[config.mk]
export PLATFORM = sky130hd
export DESIGN_NAME = multi_channel_servo_pulse_generator_top_flat
export DESIGN_NICKNAME = d
export VERILOG_FILES = /design/src/mcsp_pkg.sv /design/src/mcsp_stream_if.sv /design/src/multi_channel_servo_pulse_generator_top.sv /design/src/mcsp_chan_bank.sv /design/src/mcsp_frame_seq.sv /design/src/flat_wrapper.sv
export SDC_FILE = /design/constraint.sdc
export NUM_CORES = 1
export LEC_CHECK = 0
export ABC_AREA = 1
export BUFFER_PORTS_ARGS = -buffer_cell sky130_fd_sc_hd__buf_2
export CAP_MARGIN = 20
export CORE_MARGIN = 8
export CORE_UTILIZATION = 45
export DETAILED_ROUTE_END_ITERATION = 6
export SYNTH_ARGS = -nofsm -noshare
export SYNTH_HDL_FRONTEND = slang
export SYNTH_HIERARCHICAL = 1
export SYNTH_SLANG_ARGS = --single-unit
[constraint.sdc]
create_clock -name clk -period 4.05 [get_ports clk]
set_input_delay 0.405 -clock clk [delete_from_list [all_inputs] [get_ports clk]]
set_output_delay 0.405 -clock clk [all_outputs]
set_load 0.005 [all_outputs]
[src/mcsp_pkg.sv]
// Shared types, codes and reset values for the servo pulse generator.
package mcsp_pkg;

    localparam int PIN_W   = 8;
    localparam int LEN_W   = 20;
    localparam int SLOT_LEN_W = 16;
    localparam int POS_W   = 8;
    localparam int CHAN_W  = 3;
    localparam int CFG_IDX_W  = 2;
    localparam int CFG_DATA_W = 20;

    localparam logic [POS_W-1:0] POS_RESET = 8'd100;

    localparam logic [PIN_W-1:0]      ENABLE_RESET = 8'd255;
    localparam logic [LEN_W-1:0]      LOW_RESET    = 20'd960000;
    localparam logic [LEN_W-1:0]      HIGH_RESET   = 20'd28800;
    localparam logic [SLOT_LEN_W-1:0] SLOT_RESET   = 16'd312;

    localparam logic [CFG_IDX_W-1:0] CFG_ENABLE_MASK = 2'd0;
    localparam logic [CFG_IDX_W-1:0] CFG_LOW_TICKS   = 2'd1;
    localparam logic [CFG_IDX_W-1:0] CFG_HIGH_TICKS  = 2'd2;
    localparam logic [CFG_IDX_W-1:0] CFG_SLOT_TICKS  = 2'd3;

    localparam logic MODE_TICK    = 1'b0;
    localparam logic MODE_SET_POS = 1'b1;

    typedef enum logic [1:0] {
        PH_LOW  = 2'd0,
        PH_HIGH = 2'd1,
        PH_POS  = 2'd2
    } phase_t;

    typedef struct packed {
        logic [PIN_W-1:0]      enable_mask;
        logic [LEN_W-1:0]      low_ticks;
        logic [LEN_W-1:0]      high_ticks;
        logic [SLOT_LEN_W-1:0] slot_ticks;
    } cfg_t;

    typedef struct packed {
        logic [PIN_W-1:0] pin_levels;
        phase_t           phase;
        logic             frame_start;
    } result_t;

endpackage

[src/mcsp_stream_if.sv]
// Valid/ready channel interfaces for input items and result items.
interface mcsp_in_if;
    logic       valid;
    logic       ready;
    logic       mode;
    logic [2:0] channel;
    logic [7:0] position;

    modport source (output valid, output mode, output channel, output position, input ready);
    modport sink   (input valid, input mode, input channel, input position, output ready);
endinterface

interface mcsp_out_if;
    logic       valid;
    logic       ready;
    logic [7:0] pin_levels;
    logic [1:0] phase;
    logic       frame_start;

    modport source (output valid, output pin_levels, output phase, output frame_start,
                    input ready);
    modport sink   (input valid, input pin_levels, input phase, input frame_start,
                    output ready);
endinterface

[src/multi_channel_servo_pulse_generator_top.sv]
// Eight-channel servo pulse generator: configuration, handshake and result register.
// The result is registered: it is valid in the output register in the cycle after the input transfer.
// Throughput: one item per cycle; a new item is taken whenever the output register
// is empty or being drained in the same cycle.
// Reset (rst_n, asynchronous, active low): low gap phase, counters zero, pins low,
// every channel position 100, configuration registers at their default values.
module multi_channel_servo_pulse_generator_top #(
    parameter int CHANNELS = 8,
    parameter int SLOTS    = 256
) (
    input  logic                              clk,
    input  logic                              rst_n,
    mcsp_in_if.sink                           in_ch,
    mcsp_out_if.source                        out_ch,
    input  logic                              cfg_we,
    input  logic [mcsp_pkg::CFG_IDX_W-1:0]    cfg_index,
    input  logic [mcsp_pkg::CFG_DATA_W-1:0]   cfg_data
);
    import mcsp_pkg::*;

    localparam int SLOT_W = $clog2(SLOTS);
    localparam logic [PIN_W-1:0] CH_MASK = PIN_W'((1 << CHANNELS) - 1);

    cfg_t              cfg_reg;
    result_t           res_next;
    result_t           out_reg;
    logic              out_valid_reg;
    logic              accept;
    logic              tick_step;
    logic              pos_write;
    logic [PIN_W-1:0]  match;
    logic [SLOT_W-1:0] slot_index;

    always_ff @(posedge clk or negedge rst_n)
    begin
        if (!rst_n)
        begin
            cfg_reg.enable_mask <= ENABLE_RESET;
            cfg_reg.low_ticks   <= LOW_RESET;
            cfg_reg.high_ticks  <= HIGH_RESET;
            cfg_reg.slot_ticks  <= SLOT_RESET;
        end
        else if (cfg_we)
        begin
            case (cfg_index)
                CFG_ENABLE_MASK: cfg_reg.enable_mask <= cfg_data[PIN_W-1:0];
                CFG_LOW_TICKS:   cfg_reg.low_ticks   <= cfg_data[LEN_W-1:0];
                CFG_HIGH_TICKS:  cfg_reg.high_ticks  <= cfg_data[LEN_W-1:0];
                CFG_SLOT_TICKS:  cfg_reg.slot_ticks  <= cfg_data[SLOT_LEN_W-1:0];
                default: ;
            endcase
        end
    end

    assign in_ch.ready = !out_valid_reg || out_ch.ready;
    assign accept      = in_ch.valid && in_ch.ready;
    assign tick_step   = accept && (in_ch.mode == MODE_TICK);
    // Channels beyond the bank are ignored
    assign pos_write   = accept && (in_ch.mode == MODE_SET_POS)
                         && ({1'b0, in_ch.channel} < (CHAN_W+1)'(CHANNELS));

    mcsp_chan_bank #(
        .CHANNELS (CHANNELS),
        .SLOT_W   (SLOT_W)
    ) u_bank (
        .clk        (clk),
        .rst_n      (rst_n),
        .wr_en      (pos_write),
        .channel    (in_ch.channel),
        .position   (in_ch.position),
        .slot_index (slot_index),
        .match      (match)
    );

    mcsp_frame_seq #(
        .CHANNELS (CHANNELS),
        .SLOTS    (SLOTS),
        .SLOT_W   (SLOT_W)
    ) u_seq (
        .clk        (clk),
        .rst_n      (rst_n),
        .cfg        (cfg_reg),
        .step       (tick_step),
        .match      (match),
        .slot_index (slot_index),
        .res_next   (res_next)
    );

    always_ff @(posedge clk or negedge rst_n)
    begin
        if (!rst_n)
        begin
            out_valid_reg <= 1'b0;
        end
        else if (accept)
        begin
            out_valid_reg <= 1'b1;
        end
        else if (out_ch.ready)
        begin
            out_valid_reg <= 1'b0;
        end
    end

    always_ff @(posedge clk)
    begin
        if (accept)
        begin
            out_reg <= res_next;
        end
    end

    assign out_ch.valid       = out_valid_reg;
    assign out_ch.pin_levels  = out_reg.pin_levels;
    assign out_ch.phase       = 2'(out_reg.phase);
    assign out_ch.frame_start = out_reg.frame_start;

`ifndef SYNTHESIS
    a_start_in_high: assert property (@(posedge clk) disable iff (!rst_n)
        out_ch.valid && out_ch.frame_start |-> out_ch.phase == 2'(PH_HIGH))
        else $error("frame start outside the minimum high phase");

    a_low_pins_clear: assert property (@(posedge clk) disable iff (!rst_n)
        out_ch.valid && out_ch.phase == 2'(PH_LOW) |-> out_ch.pin_levels == '0)
        else $error("pin high during the low gap");

    a_unused_pins: assert property (@(posedge clk) disable iff (!rst_n)
        out_ch.valid |-> (out_ch.pin_levels & ~CH_MASK) == '0)
        else $error("pin beyond the channel count driven");

    a_set_pos_no_start: assert property (@(posedge clk) disable iff (!rst_n)
        accept && in_ch.mode == MODE_SET_POS |=> out_ch.valid && !out_ch.frame_start)
        else $error("position update produced a frame start");
`endif

endmodule

[src/mcsp_chan_bank.sv]
// Per-channel position registers with slot comparators.
module mcsp_chan_bank #(
    parameter int CHANNELS = 8,
    parameter int SLOT_W   = 8
) (
    input  logic                          clk,
    input  logic                          rst_n,
    input  logic                          wr_en,
    input  logic [mcsp_pkg::CHAN_W-1:0]   channel,
    input  logic [mcsp_pkg::POS_W-1:0]    position,
    input  logic [SLOT_W-1:0]             slot_index,
    output logic [mcsp_pkg::PIN_W-1:0]    match
);
    import mcsp_pkg::*;

    logic [POS_W-1:0] pos_reg [CHANNELS];
    logic [POS_W-1:0] slot_ext;

    assign slot_ext = POS_W'(slot_index);

    for (genvar c = 0; c < PIN_W; c++) begin : g_lane
        if (c < CHANNELS) begin : g_used
            always_ff @(posedge clk or negedge rst_n)
            begin
                if (!rst_n)
                begin
                    pos_reg[c] <= POS_RESET;
                end
                else if (wr_en && (channel == CHAN_W'(c)))
                begin
                    pos_reg[c] <= position;
                end
            end

            assign match[c] = (pos_reg[c] == slot_ext);
        end
        else begin : g_unused
            assign match[c] = 1'b0;
        end
    end

endmodule

[src/mcsp_frame_seq.sv]
// Frame sequencer: tick counter, slot counter, phase and pin levels.
module mcsp_frame_seq #(
    parameter int CHANNELS = 8,
    parameter int SLOTS    = 256,
    parameter int SLOT_W   = 8
) (
    input  logic                          clk,
    input  logic                          rst_n,
    input  mcsp_pkg::cfg_t                cfg,
    input  logic                          step,
    input  logic [mcsp_pkg::PIN_W-1:0]    match,
    output logic [SLOT_W-1:0]             slot_index,
    output mcsp_pkg::result_t             res_next
);
    import mcsp_pkg::*;

    localparam logic [PIN_W-1:0] CH_MASK = PIN_W'((1 << CHANNELS) - 1);
    localparam logic [SLOT_W-1:0] LAST_SLOT = SLOT_W'(SLOTS - 1);

    phase_t             phase_reg, phase_next;
    logic [LEN_W-1:0]   tick_reg, tick_next;
    logic [SLOT_W-1:0]  slot_reg, slot_next;
    logic [PIN_W-1:0]   pin_reg, pin_next;
    logic               start;

    logic [LEN_W-1:0]   period_len;
    logic [LEN_W-1:0]   period_eff;
    logic [LEN_W:0]     tick_sum;
    logic               period_done;
    logic               last_slot;

    always_comb
    begin
        case (phase_reg)
            PH_HIGH: period_len = cfg.high_ticks;
            PH_POS:  period_len = LEN_W'(cfg.slot_ticks);
            default: period_len = cfg.low_ticks;
        endcase
    end

    // A zero length acts as one tick
    assign period_eff  = (period_len == '0) ? LEN_W'(1) : period_len;
    assign tick_sum    = {1'b0, tick_reg} + (LEN_W+1)'(1);
    assign period_done = (tick_sum >= {1'b0, period_eff});
    assign last_slot   = (slot_reg == LAST_SLOT);

    always_comb
    begin
        phase_next = phase_reg;
        if (step && period_done)
        begin
            case (phase_reg)
                PH_HIGH: phase_next = PH_POS;
                PH_POS:  phase_next = last_slot ? PH_LOW : PH_POS;
                default: phase_next = PH_HIGH;
            endcase
        end
    end

    always_comb
    begin
        tick_next = tick_reg;
        slot_next = slot_reg;
        pin_next  = pin_reg;
        start     = 1'b0;
        if (step)
        begin
            if (period_done)
            begin
                tick_next = '0;
                case (phase_reg)
                    PH_HIGH:
                    begin
                        slot_next = '0;
                    end
                    PH_POS:
                    begin
                        // Drop enabled pins whose position ends at this slot
                        pin_next = pin_reg & ~(match & cfg.enable_mask & CH_MASK);
                        if (last_slot)
                        begin
                            slot_next = '0;
                            pin_next  = '0;
                        end
                        else
                        begin
                            slot_next = slot_reg + SLOT_W'(1);
                        end
                    end
                    default:
                    begin
                        pin_next = cfg.enable_mask & CH_MASK;
                        start    = 1'b1;
                    end
                endcase
            end
            else
            begin
                tick_next = tick_sum[LEN_W-1:0];
            end
        end
    end

    always_ff @(posedge clk or negedge rst_n)
    begin
        if (!rst_n)
        begin
            phase_reg <= PH_LOW;
            tick_reg  <= '0;
            slot_reg  <= '0;
            pin_reg   <= '0;
        end
        else
        begin
            phase_reg <= phase_next;
            tick_reg  <= tick_next;
            slot_reg  <= slot_next;
            pin_reg   <= pin_next;
        end
    end

    assign slot_index           = slot_reg;
    assign res_next.pin_levels  = pin_next;
    assign res_next.phase       = phase_next;
    assign res_next.frame_start = start;

endmodule

[src/flat_wrapper.sv]
// flat-port wrapper written by rule: the top's interface ports become plain ports
module multi_channel_servo_pulse_generator_top_flat import mcsp_pkg::*;
#(
    parameter int CHANNELS = 8,
    parameter int SLOTS    = 256
)
  (clk, rst_n, cfg_we, cfg_index, cfg_data, in_ch_valid, in_ch_mode, in_ch_channel, in_ch_position, in_ch_ready, out_ch_valid, out_ch_pin_levels, out_ch_phase, out_ch_frame_start, out_ch_ready);
  mcsp_in_if in_ch_i ();
  mcsp_out_if out_ch_i ();
  input  logic clk;
  input  logic rst_n;
  input  logic cfg_we;
  input  logic [mcsp_pkg::CFG_IDX_W-1:0] cfg_index;
  input  logic [mcsp_pkg::CFG_DATA_W-1:0] cfg_data;
  input wire logic [$bits(in_ch_i.valid)-1:0] in_ch_valid;
  input wire logic [$bits(in_ch_i.mode)-1:0] in_ch_mode;
  input wire logic [$bits(in_ch_i.channel)-1:0] in_ch_channel;
  input wire logic [$bits(in_ch_i.position)-1:0] in_ch_position;
  output wire logic [$bits(in_ch_i.ready)-1:0] in_ch_ready;
  output wire logic [$bits(out_ch_i.valid)-1:0] out_ch_valid;
  output wire logic [$bits(out_ch_i.pin_levels)-1:0] out_ch_pin_levels;
  output wire logic [$bits(out_ch_i.phase)-1:0] out_ch_phase;
  output wire logic [$bits(out_ch_i.frame_start)-1:0] out_ch_frame_start;
  input wire logic [$bits(out_ch_i.ready)-1:0] out_ch_ready;
  assign in_ch_i.valid = in_ch_valid;
  assign in_ch_i.mode = in_ch_mode;
  assign in_ch_i.channel = in_ch_channel;
  assign in_ch_i.position = in_ch_position;
  assign in_ch_ready = in_ch_i.ready;
  assign out_ch_valid = out_ch_i.valid;
  assign out_ch_pin_levels = out_ch_i.pin_levels;
  assign out_ch_phase = out_ch_i.phase;
  assign out_ch_frame_start = out_ch_i.frame_start;
  assign out_ch_i.ready = out_ch_ready;
  multi_channel_servo_pulse_generator_top #(.CHANNELS(CHANNELS), .SLOTS(SLOTS)) u_core (.clk(clk), .rst_n(rst_n), .in_ch(in_ch_i), .out_ch(out_ch_i), .cfg_we(cfg_we), .cfg_index(cfg_index), .cfg_data(cfg_data));
endmodule
Word-level counts from Yosys, hierarchy flattened
Index checks and enable logic that the tools add are counted.

word-level totals
  register bits after elaboration = 178
  input bits = 39
  logic and storage cells = 89

operators by class
  add/sub/neg operators = 2
  magnitude comparators = 1
  eq/ne operators = 21
  multiplexer cells = 15
  bitwise operators = 4
  reduce and logical (&&, ||, !) cells = 26

operators with widths
  kind                                                              count
  8-bit == test                                                     8
  20-bit 2-to-1 mux                                                 2
  20-bit one-hot mux with 2 select lines                            1
  8-bit 2-to-1 mux                                                  4
  8-bit one-hot mux with 2 select lines                             2
  20-bit by 1-bit adder with 21-bit output (second input constant)  1
  21-bit by 20-bit >= comparator with 1-bit output                  1
  20-bit logical NOT                                                1
  8-bit AND                                                         2
  3-bit == test (second input constant)                             4
  1-bit logical AND                                                 12
  2-bit AND reduction                                               5
  8-bit by 1-bit adder with 8-bit output (second input constant)    1
  8-bit == test (second input constant)                             1
  8-bit NOT                                                         1
  2-bit == test (second input constant)                             3
  3-bit by 2-bit == test with 1-bit output (second input constant)  2
  2-bit by 1-bit == test with 1-bit output (second input constant)  2
  2-bit 2-to-1 mux                                                  2
  2-bit one-hot mux with 2 select lines                             1
  2-bit nonzero test                                                2
  3-bit by 1-bit == test with 1-bit output (second input constant)  1
  3-bit logical NOT                                                 1
  1-bit 2-to-1 mux                                                  3
  other kinds (6)                                                   6

Depth between registers and ports, before layout
  depth in word-level cells = 8
  mapped depth = 24
  depth with buffers taken out = 22

By module
Netlist, hierarchy kept.

modules (own cells, without submodules)
  module                                   instances  cells each  area each (um2)
  mcsp_chan_bank                           1          553         3609.7
  mcsp_frame_seq                           1          483         3364.5
  multi_channel_servo_pulse_generator_top  1          307         3040.4

Least setup slack after synthesis
Ideal clock, no wire load.

  path type = register -> register
  start = register u_core.u_seq.phase_reg[0]
  end = register u_core.out_reg (netlist bit u_core/out_ch.phase[1]), data pin
  setup time = 0.258 ns
  arrival = 2.892 ns
  data required time = 3.792 ns
  setup slack = 0.901 ns
  stages on the path, launching flop included = 22
  path buffers = 3
  cells stage by stage = dfrtp_1 > inv_1 > ha_1 > clkbuf_1 > buf_1 > nand2_1 > nand3_1 > inv_1 > nand4_1 > nor2_1 > nand2_1 > nand2_1 > ha_1 > nand2_1 > nor2_1 > nand3_1 > nand2_1 > a21oi_1 > nand2_8 > nand2_8 > buf_8 > o21ai_2

RTL lines
  item                    line                                            RTL
  start, declared         mcsp_frame_seq.sv:20                            phase_t phase_reg, phase_next;
  start signal, assigned  mcsp_frame_seq.sv:115                           phase_reg <= phase_next;
  end signal, assigned    multi_channel_servo_pulse_generator_top.sv:109  out_reg <= res_next;
  end, declared           multi_channel_servo_pulse_generator_top.sv:26   result_t out_reg;

==> metrics.cfg <==
[status]
outcome = complete, no violations

[worst_setup_path]
r2r-start = u_core/u_seq/tick_reg[0]
ff2ff_path_depth = 16
crit_path_end = u_core/out_ch.phase[0]
arrival_ps = 3830
endpoint_kind = flop
crit_cells = 16
crit_type = reg2reg
cp-startpoint = u_core/u_seq/tick_reg[0]
crit_family = simple AND/OR/NAND/NOR gates
r2r_end = u_core/out_ch.phase[0]
critical_path.max_fanout = 28
max_stage_delay_ps = 510
worst-path-buf-inv = 0
r2r_slack_ps = 370
critPathSlowestCell = dfrtp_1
crit_chain = ha_1 > nand2_1 > nor2_4 > nand2_4 > nor2_4 > nand2_1 > nor3_1 > xor2_1 > ha_1 > a21o_1 > a21oi_1 > nand2_1 > a21oi_1 > nand2_8 > nand2_1 > o21ai_0
cpMostUsedCell = nand2_1
worstPathRequired_ps = 4210
startpoint_type = flop

[yosys]
synth.distinct_cells = 41
synth_cells = 1343
synth_top_flop_cell = dfrtp_1
syn_avg_cell_area_um2 = 7.46
async_flop_share_pct = 93.8
synth-seq-cells = 178
ys_warn_count = 6
synth_edf_count = 11
yosysSeqAreaShare_pct = 45.6
netlist_area_mm2 = 0.0100
synth_nets = 1406

[grt]
grt_pass1_wl_um = 42700
track_usage_pct = 19.8
grt_pass1_vias = 7790
overflow = 0
antenna_found_initial = 0
grt_max_degree = 102

[placed_design]
gp_congestion = 0.812
dpl.hpwl_um = 17600
port_buffers = 51
dp.cells = 1627
placed_area_mm2 = 0.0104

[pwr]
p_leak_nw = 5.55
switching_share_pct = 37.2
power.density_mw_per_mm2 = 552
p_int_w = 0.00381
pwr-share-comb_pct = 31.8
power.net_switching_w = 0.00226
total_power_w = 0.00607
vdd_drop_max_v = 0.000286
seq_power_share_pct = 40.6
clkPwrFrac_pct = 27.6

[clock_tree]
cts_tree = built
clock-sinks = 178
clk_pin_slew_worst_paths_ps = 70
htree_num_levels = 4
numCtsBuffers = 17
clockRootBuffer = clkbuf_16
holdBufCountCts = 0
clk_latency_ps = 430
clockBufferDepth = 2

[detailed_routing]
wirelength_um = 26100
antenna_left = 0
vias = 8488
drt-initial-drc-count = 642
vias_per_cell = 5.11
drc_errors = 0
drtPass1Iterations = 7
avgRoutedWirePerCell_um = 15.7

[timing]
rsz0062_at_grt = no
report.final.slew_viol_count = 0
setup_violations = 0
max_freq_mhz = 272
final-hold-violation-count = 0
fin_crit_sh_pct = 90.8
fin_crit_ps = 3680
skew_ps = 14.2
tightest_slew_ps = 996
worst_slew_margin_rel_pct = 33.6
fin_setup_tns_ps = 0

[floorplan]
fp.dieH_um = 165
core_area_mm2 = 0.0218
ios = 52
rows = 54
dieArea_mm2 = 0.0273
start_util_pct = 45.9
die_w_um = 165

[cells_and_area]
drive_above_1_share_pct = 13.7
nFillCells = 2203
final_common_cell = nand2_1
fin_nets = 1432
syn2layout_area_growth_pct = 9.86
finalInstanceArea_mm2 = 0.0110
final_cells = 1662
final_cell_mix = 575 x nand2_1, 143 x inv_1, 120 x dfrtp_1
n_antenna_cell = 0

[hold_path]
min_path_type = in2async

[run]
maxCapViolations = 0

per-layer routing:
layer  GRT usage [%]  wire (um)  vias up
li1                -          -     4313
met1            31.6      13800     3984
met2            27.3      10800      179
met5               0          0        -
met4            3.44        147        0
met3            3.30       1370       12
synthesized netlist by cell type, types with 11 or more instances:
| cell type | number | area share (%) |
|---|---|---|
| ha_1 | 24 | 3.0 |
| buf_2 | 27 | 1.3 |
| a21oi_1 | 13 | 0.65 |
| nor2_1 | 64 | 2.4 |
| o21ai_0 | 79 | 3.9 |
| nand3_1 | 44 | 2.2 |
| edfxtp_1 | 11 | 3.3 |
| inv_1 | 144 | 5.4 |
| clkbuf_1 | 14 | 0.52 |
| nand4_1 | 75 | 4.7 |
| dfstp_2 | 47 | 12 |
| dfrtp_1 | 120 | 30 |
| nand2_1 | 576 | 22 |
| nand2_2 | 20 | 1.2 |
layout make-up:
| type | instances | area (um2) | area share (%) |
|---|---|---|---|
| Clock buffer | 20 | 478 | 4.34 |
| Clock inverter | 12 | 118 | 1.07 |
| Inverter | 144 | 544 | 4.95 |
| Multi-Input combinational cell | 964 | 4570 | 41.6 |
| Sequential cell | 178 | 4570 | 41.5 |
| Tap cell | 280 | 350 | 3.18 |
| Timing Repair Buffer | 63 | 364 | 3.31 |
| Timing Repair inverter | 1 | 7.51 | 0.0682 |
worst reg2reg max path, stage by stage, from the launching register on:
cell and delay [ps]:
dfrtp_1 510, ha_1 250, nand2_1 140, nor2_4 160
nand2_4 80, nor2_4 170, nand2_1 70, nor3_1 170
xor2_1 330, ha_1 300, a21o_1 160, a21oi_1 110
nand2_1 70, a21oi_1 330, nand2_8 240, nand2_1 190
o21ai_0 120
worst min path at each step:
stage,from,slack [ps],endpoint,depth (start not counted)
global route,rst_n,160,u_core/out_ch.valid,1
detailed placement,u_core/u_seq/pin_reg[7],460,u_core/u_seq/pin_reg[7],2
global placement,u_core/cfg_reg[28],450,u_core/cfg_reg[28],2
floorplan,rst_n,110,u_core/cfg_reg[0],0
finish,rst_n,60,u_core/out_ch.valid,1
CTS,rst_n,140,u_core/out_ch.valid,1
repair_timing:
| action | in CTS | in global routing |
|---|---|---|
| setup buffers | 0 | 2 |
| endpoints found under the hold margin | 0 | 0 |
| setup endpoints to repair | 0 | 25 |
| gates resized for setup | 0 | 3 |
power by group through the flow:
stage	combinational, W	clock (W)	sequential [W]
6_report	0.00193	0.00168	0.00247
5_1_grt	0.00222	0.00179	0.00252
4_1_cts	0.00189	0.00172	0.00247
3_5_place_dp	0.00189	0	0.00249
3_3_place_gp	0.00186	0	0.00249
2_1_floorplan	0.00144	0	0.00243
cell families after synthesis:
logic type | Yosys count | share of synthesized area (%)
AND/OR/NAND/NOR | 806 | 34.7
adder cells (fa/ha/maj) | 24 | 3.00
buffers and inverters | 201 | 8.78
AO/OA/AOI/OAI | 119 | 6.60
XOR/XNOR | 15 | 1.31
flip-flops | 178 | 45.6
per-stage QoR:
step	hold WS, ps	utilization (%)	setup WS, ps
after CTS	143	50.3	234
after detailed placement	457	47.6	240
final	59.9	50.4	372
after floorplan	109	-	901
after global placement	453	47.6	331
after global routing	164	50.4	65.6
Note: power is estimated with default switching activity, not from simulation.
